### src/hw/rtl/aip_pkg.sv
`timescale 1ns / 1ps
`default_nettype none

package aip_pkg;

    // Default sizes of the value datapath and the index counter.
    localparam int DefValueWidth = 32;
    localparam int DefMaxChars   = 255;

    // Field and register widths.
    localparam int CharW     = 8;
    localparam int BaseW     = 6;
    localparam int DigitW    = 5;
    localparam int ResultW   = 32;
    localparam int StopW     = 8;
    localparam int ApbAddrW  = 3;
    localparam int ApbDataW  = 32;

    // Register indexes, taken from paddr[2].
    localparam logic REG_NUMBER_BASE = 1'b0;
    localparam logic REG_SIGNED_MODE = 1'b1;

    // Register reset values.
    localparam logic [BaseW-1:0] RST_NUMBER_BASE = 6'd10;
    localparam logic             RST_SIGNED_MODE = 1'b1;

    // Radix values used by the prefix logic.
    localparam logic [BaseW-1:0] BASE_AUTO = 6'd0;
    localparam logic [BaseW-1:0] BASE_OCT  = 6'd8;
    localparam logic [BaseW-1:0] BASE_DEC  = 6'd10;
    localparam logic [BaseW-1:0] BASE_HEX  = 6'd16;

    // Character codes.
    localparam logic [CharW-1:0] CH_ZERO  = 8'h30;
    localparam logic [CharW-1:0] CH_NINE  = 8'h39;
    localparam logic [CharW-1:0] CH_MINUS = 8'h2D;
    localparam logic [CharW-1:0] CH_X_LO  = 8'h78;
    localparam logic [CharW-1:0] CH_X_UP  = 8'h58;
    localparam logic [CharW-1:0] CH_A_LO  = 8'h61;
    localparam logic [CharW-1:0] CH_F_LO  = 8'h66;
    localparam logic [CharW-1:0] CH_A_UP  = 8'h41;
    localparam logic [CharW-1:0] CH_F_UP  = 8'h46;

    // Marks a character that is not a digit at all.
    localparam logic [DigitW-1:0] DIGIT_NONE = 5'h1F;

    // Parse phase.
    typedef enum logic [2:0] {
        PH_IDLE,
        PH_PREFIX,
        PH_ZERO_AUTO,
        PH_HELD_X,
        PH_ZERO_HEX,
        PH_DIGITS
    } t_phase;

    // Digit value of a character, DIGIT_NONE when it is not 0-9, a-f or A-F.
    function automatic logic [DigitW-1:0] digit_of(input logic [CharW-1:0] c);
        logic [CharW-1:0] d;
        d = 8'h00;
        if (c >= CH_ZERO && c <= CH_NINE) begin
            d = c - CH_ZERO;
        end else if (c >= CH_A_LO && c <= CH_F_LO) begin
            d = c - CH_A_LO + 8'd10;
        end else if (c >= CH_A_UP && c <= CH_F_UP) begin
            d = c - CH_A_UP + 8'd10;
        end else begin
            d = {3'b000, DIGIT_NONE};
        end
        return d[DigitW-1:0];
    endfunction

endpackage

`default_nettype wire

### src/hw/rtl/ascii_integer_parser_top.sv
`timescale 1ns / 1ps
`default_nettype none

// ASCII integer parser. Characters arrive one per transaction, and a
// transaction with i_string_start high begins a new string. The block takes
// one character in every clock cycle in which o_in_ready is high: the phase,
// the accumulator update (accumulator times a 6-bit radix plus the digit)
// and the index count are all settled in the cycle the character is
// accepted, and a result is held in an output register. o_in_ready is high
// whenever that register is empty or is being emptied in the same cycle, so
// a full stream runs at one character per clock while results are taken,
// with each result appearing in the cycle after its stopping character. The
// longest path is the VALUE_WIDTH by 6-bit multiply-add. Register 0 (address
// 0) holds the radix, 0 for automatic detection; register 1 (address 4)
// enables a leading minus sign. Both are sampled when a string starts.
module ascii_integer_parser_top #(
    parameter int VALUE_WIDTH = aip_pkg::DefValueWidth,
    parameter int MAX_CHARS   = aip_pkg::DefMaxChars
) (
    input  wire logic                          i_clk,
    input  wire logic                          i_rst_n,
    // Character channel.
    input  wire logic                          i_in_valid,
    output      logic                          o_in_ready,
    input  wire logic [aip_pkg::CharW-1:0]     i_char_code,
    input  wire logic                          i_string_start,
    // Result channel.
    output      logic                          o_out_valid,
    input  wire logic                          i_out_ready,
    output      logic [aip_pkg::ResultW-1:0]   o_parsed_value,
    output      logic [aip_pkg::StopW-1:0]     o_stop_index,
    // Configuration port.
    input  wire logic                          psel,
    input  wire logic                          penable,
    input  wire logic                          pwrite,
    input  wire logic [aip_pkg::ApbAddrW-1:0]  paddr,
    input  wire logic [aip_pkg::ApbDataW-1:0]  pwdata,
    output      logic [aip_pkg::ApbDataW-1:0]  prdata,
    output      logic                          pready
);
    import aip_pkg::*;

    localparam int IdxW  = $clog2(MAX_CHARS + 1);
    localparam int ProdW = VALUE_WIDTH + BaseW;

    // Configuration registers.
    logic [BaseW-1:0]       r_number_base;
    logic                   r_signed_mode;

    // Parse state.
    t_phase                 r_phase, n_phase;
    logic [VALUE_WIDTH-1:0] r_acc, n_acc;
    logic [BaseW-1:0]       r_base, n_base;
    logic [IdxW-1:0]        r_idx, n_idx;
    logic                   r_neg, n_neg;

    // Result register.
    logic                   r_out_valid, n_out_valid;
    logic [ResultW-1:0]     r_value, n_value;
    logic [StopW-1:0]       r_stop, n_stop;

    logic                   in_fire;
    logic                   cfg_write;
    logic [DigitW-1:0]      digit;
    logic [ProdW-1:0]       mac;
    logic [VALUE_WIDTH-1:0] signed_val;
    logic [IdxW+7:0]        idx_ext;

    function automatic logic [IdxW-1:0] bump(input logic [IdxW-1:0] idx);
        return (idx < IdxW'(MAX_CHARS)) ? IdxW'(idx + 1'b1) : idx;
    endfunction

    // Handshake and configuration decode.
    always_comb begin
        o_in_ready = !r_out_valid || i_out_ready;
        in_fire    = i_in_valid && o_in_ready;
        pready     = 1'b1;
        cfg_write  = psel && penable && pwrite;
        unique case (paddr[2])
            REG_NUMBER_BASE: prdata = {{(ApbDataW-BaseW){1'b0}}, r_number_base};
            REG_SIGNED_MODE: prdata = {{(ApbDataW-1){1'b0}}, r_signed_mode};
            default:         prdata = '0;
        endcase
    end

    assign digit = digit_of(i_char_code);

    // Next parse state for the accepted character.
    always_comb begin
        logic take;
        logic fin;
        logic skip;
        logic is_x;
        n_phase     = r_phase;
        n_acc       = r_acc;
        n_base      = r_base;
        n_idx       = r_idx;
        n_neg       = r_neg;
        n_out_valid = r_out_valid && !i_out_ready;
        n_value     = r_value;
        n_stop      = r_stop;
        take        = 1'b0;
        fin         = 1'b0;
        skip        = 1'b0;
        is_x        = (i_char_code == CH_X_LO) || (i_char_code == CH_X_UP);
        mac         = '0;
        signed_val  = '0;
        idx_ext     = '0;

        if (in_fire) begin
            // A string start loads the configuration and may take a sign.
            if (i_string_start) begin
                n_acc   = '0;
                n_base  = r_number_base;
                n_idx   = '0;
                n_neg   = 1'b0;
                n_phase = PH_PREFIX;
                if (r_signed_mode && i_char_code == CH_MINUS) begin
                    n_neg = 1'b1;
                    n_idx = bump(n_idx);
                    skip  = 1'b1;
                end
            end

            if (!skip) begin
                unique case (n_phase)
                    PH_PREFIX: begin
                        if (n_base == BASE_AUTO) begin
                            if (i_char_code == CH_ZERO) begin
                                n_base  = BASE_OCT;
                                n_idx   = bump(n_idx);
                                n_phase = PH_ZERO_AUTO;
                            end else begin
                                n_base = BASE_DEC;
                                take   = 1'b1;
                            end
                        end else if (n_base == BASE_HEX && i_char_code == CH_ZERO) begin
                            n_idx   = bump(n_idx);
                            n_phase = PH_ZERO_HEX;
                        end else begin
                            take = 1'b1;
                        end
                    end
                    PH_ZERO_AUTO: begin
                        if (is_x) begin
                            n_phase = PH_HELD_X;
                        end else begin
                            take = 1'b1;
                        end
                    end
                    PH_HELD_X: begin
                        // The held x becomes a hex prefix only before a hex digit.
                        if (digit != DIGIT_NONE) begin
                            n_base = BASE_HEX;
                            n_idx  = bump(n_idx);
                            take   = 1'b1;
                        end else begin
                            fin = 1'b1;
                        end
                    end
                    PH_ZERO_HEX: begin
                        if (is_x) begin
                            n_idx   = bump(n_idx);
                            n_phase = PH_DIGITS;
                        end else begin
                            take = 1'b1;
                        end
                    end
                    PH_DIGITS: begin
                        take = 1'b1;
                    end
                    PH_IDLE: begin
                    end
                    default: begin
                    end
                endcase
            end

            // Digit accumulation, shared by every phase that takes a digit.
            mac = ProdW'(n_acc) * ProdW'(n_base) + ProdW'(digit);
            if (take) begin
                n_phase = PH_DIGITS;
                if (digit != DIGIT_NONE && {1'b0, digit} < n_base) begin
                    n_acc = mac[VALUE_WIDTH-1:0];
                    n_idx = bump(n_idx);
                end else begin
                    fin = 1'b1;
                end
            end

            // The stopping character loads the result register.
            signed_val = n_neg ? VALUE_WIDTH'(~n_acc + 1'b1) : n_acc;
            idx_ext    = (IdxW+8)'(n_idx);
            if (fin) begin
                n_phase     = PH_IDLE;
                n_out_valid = 1'b1;
                n_value     = ResultW'(signed_val);
                n_stop      = (idx_ext > (IdxW+8)'(255)) ? 8'hFF : idx_ext[7:0];
            end
        end
    end

    // Control and state registers.
    always_ff @(posedge i_clk) begin
        if (!i_rst_n) begin
            r_number_base <= RST_NUMBER_BASE;
            r_signed_mode <= RST_SIGNED_MODE;
            r_phase       <= PH_IDLE;
            r_acc         <= '0;
            r_base        <= '0;
            r_idx         <= '0;
            r_neg         <= 1'b0;
            r_out_valid   <= 1'b0;
        end else begin
            if (cfg_write) begin
                unique case (paddr[2])
                    REG_NUMBER_BASE: r_number_base <= pwdata[BaseW-1:0];
                    REG_SIGNED_MODE: r_signed_mode <= pwdata[0];
                    default: begin
                    end
                endcase
            end
            r_phase     <= n_phase;
            r_acc       <= n_acc;
            r_base      <= n_base;
            r_idx       <= n_idx;
            r_neg       <= n_neg;
            r_out_valid <= n_out_valid;
        end
    end

    // Result payload.
    always_ff @(posedge i_clk) begin
        r_value <= n_value;
        r_stop  <= n_stop;
    end

    assign o_out_valid    = r_out_valid;
    assign o_parsed_value = r_value;
    assign o_stop_index   = r_stop;

endmodule

`default_nettype wire

### config.mk
export PLATFORM = sky130hd
export DESIGN_NAME = ascii_integer_parser_top
export DESIGN_NICKNAME = d
export VERILOG_FILES = /design/src/hw/rtl/aip_pkg.sv /design/src/hw/rtl/ascii_integer_parser_top.sv
export SDC_FILE = /design/constraint.sdc
export NUM_CORES = 1
export LEC_CHECK = 0
export ABC_AREA = 1
export BUFFER_PORTS_ARGS = -buffer_cell sky130_fd_sc_hd__buf_2
export CAP_MARGIN = 20
export CORE_UTILIZATION = 30
export CTS_CLUSTER_SIZE = 30
export DETAILED_ROUTE_END_ITERATION = 12
export PLACE_DENSITY = 0.46
export SLEW_MARGIN = 20
export SYNTH_ARGS = -nofsm -noshare
export SYNTH_HDL_FRONTEND = slang
export SYNTH_SLANG_ARGS = --single-unit
### constraint.sdc
create_clock -name i_clk -period 15.4 [get_ports i_clk]
set_input_delay 1.54 -clock i_clk [delete_from_list [all_inputs] [get_ports i_clk]]
set_output_delay 1.54 -clock i_clk [all_outputs]
set_load 0.03 [all_outputs]
==> results.yml <==
timing:
  period_share_pct: 58.6
  rsz0062_at_grt: "false"
  fin_tns_setup_ns: 0
  min_period_ns: 9.02
  slew_headroom_pct: 35.7
  worstMarginPinSlew_ns: 0.959
  hold_ws_ns: 0.488
  skew_ns: 0.0159
  fin_ws_ns: 6.38
  hold_viol_final: 0
  setup_viol: 0
  drv_slew: 0
  fmax_mhz: 111
floorplan:
  io_pins: 126
  die-area_um2: 42500
  die_h_um: 206
  start_util_pct: 30.5
  core-area_um2: 40900
  die_width_um: 206
  core.rowCount: 74
final_layout:
  multi_input_area_um2: 8840
  antenna_cells_inserted: 0
  final_cell_area_um2: 13500
  drive_gt1_share_pct: 9.74
  fillers: 4513
  syn_to_final_growth_pct: 8.07
  register_area_um2: 2360
  nets: 2059
detailed_routing:
  dr.pass1.iters: 8
  ant_nets: 0
  routed_wl_um: 35800
  detail_route.wl_per_cell_um: 15.2
  drt_iter0_markers: 626
  vias: 11074
  via_per_inst: 4.69
  drcViolationCount: 0
worst_setup_path:
  worst-r2r-cell-count: 28
  crit_arrival_ns: 9.14
  cp_common_cell: "nand2_1"
  worst_path_max_delay_cell: "fa_1"
  path_class: "in -> reg"
  critPathMaxStageDelay_ns: 0.57
  required_ns: 15.51
  endpoint_kind: "flip-flop"
  worst-path-max-fanout: 32
  start_kind: "input pin"
clock_network:
  clk_pin_slew_worst_paths_ns: 0.07
  cts_hold_buf: 0
  cts_tree: "built"
  post_cts.repair.setup_buffers: 0
  cts-root-buf: "clkbuf_16"
  cts_max_level: 3
  cts.sinks: 98
  cts_resized: 0
  cts_buffers: 9
  cts_max_path_buffers: 2
  clk_latency_ns: 0.36
place:
  placed_area_um2: 13200
  dpl_worst_slack_ns: 5.97
  portBuffers: 70
  hpwl_um: 29200
  place_congestion: 0.850
pwr:
  peakVddDrop_v: 0.0000404
  power.leakage_nw: 7.03
  power.density_nw_per_um2: 64.2
job:
  maxCapViolCount: 0
logic_synthesis:
  netlist_area_um2: 12500
  synth_edf_count: 40
  synthDistinctLibCells: 47
  ys_async_sr_fraction_pct: 0
  yosysTopAreaCell: "fa_1"
  synth_ff_type: "dfxtp_1"
  syn_area_per_cell_um2: 7.01
  synth.area.top_cells: "fa_1, nand2_1, edfxtp_1"
  yosysWarnings: 0
  syn_inst: 1784
  synth_commonest_cells: "nand2_1, nor2_1, inv_1, fa_1, a21oi_1"
  synth_top_area_share_pct: 17.8
  seq_area_frac_synth_pct: 18.9
  yosysMostFrequentCell: "nand2_1"
  synth_seq_cells: 98
run_status:
  status: "finished, final reports clean"
hold_path:
  min_path_type: "reg -> reg"
  worstHoldPathCells: 2
grt:
  overflow: 0
  grt_use_total_pct: 17.6
  grt_pass1_wl_um: 58400
  first_global_vias: 10815
  grt_start_max_net_pins: 69
  antenna_found_initial: 0
worst paths after layout:
| path | start | endpoint | slack, ns |
|---|---|---|---|
| setup / recovery | i_string_start | o_parsed_value[23] | 6.38 |
| hold / removal | r_phase[1] | r_phase[1] | 0.49 |
| setup reg to reg | r_phase[1] | o_parsed_value[23] | 8.00 |
| hold reg to reg | r_phase[1] | r_phase[1] | 0.49 |
placed cells by master, fill, tap and decap left out, types with 6 or more instances in the layout:
cell type	Yosys	routed
o21ai_2	8	9
nand2_2	22	22
a21o_1	7	7
a21oi_1	91	91
o211ai_1	14	14
nand3b_1	15	15
nor2_2	18	18
nand4_1	13	13
nor2_1	299	299
fa_1	111	111
nor3_1	15	15
inv_2	13	14
xnor2_1	17	17
ha_1	75	75
dfxtp_1	58	58
conb_1	2	27
edfxtp_1	40	40
inv_1	232	231
o21ai_1	11	10
nand3_1	71	71
buf_2	3	70
nand2_4	6	6
buf_4	28	7
xor2_1	37	37
nand2_1	426	426
clkbuf_16	0	11
o21ai_0	76	76
power breakdown:
group          switching (mW)  total, mW  internal, mW
logic                   0.237      0.334        0.0966
registers             0.00718      0.301         0.294
clock network           0.102      0.232         0.129
final cells by class:
type | instances | area share (%)
Clock buffer | 13 | 2.09
Multi-Input combinational cell | 1389 | 65.4
Timing Repair Buffer | 78 | 3.09
Sequential cell | 98 | 17.5
Inverter | 246 | 6.84
Tap cell | 532 | 4.93
Clock inverter | 3 | 0.148
metrics by stage:
step / instances / utilization, % / total power [mW]
floorplan: 1809 / - / 0.554
finish: 2359 / 33.0 / 0.867
CTS: 2358 / 33.0 / 0.875
global route: 2359 / 33.0 / 0.929
global placement: 2342 / 32.2 / 0.639
detailed placement: 2342 / 32.2 / 0.641
registers in the layout, indices dropped and copies added, names as in the netlist:
register and cells:
r_base 6, r_phase 3, r_number_base 6, r_neg 1
o_parsed_value 32, o_stop_index 8, r_idx 8, r_signed_mode 1
o_out_valid 1, r_acc 32
metal layers:
layer / global-route usage, % / wire length [um]
met1: 25.6 / 18100
met2: 27.7 / 15700
met4: 3.91 / 433
met5: 0 / 0
met3: 2.02 / 1560
critical path: cells and delay by family:
family	cells	cell delay, ns
compound gates	3	0.57
fa+ha+maj	5	2.17
buf+inv	6	1.79
simple gates	18	2.66
xor+xnor	1	0.34
logic make-up (layout without fill, tap and decap cells):
family,Yosys count,in the layout,synth area share [%]
adders and majority gates,186,186,25.3
DFF,98,98,18.9
and+or+nand+nor,903,903,31.1
xor gates and xnor gates,54,54,3.78
AOI/OAI and AO/OA,219,219,9.69
buffers and inverters,322,340,11.2
other,2,27,0.0601
No activity file was read; power rests on OpenSTA's default activity.
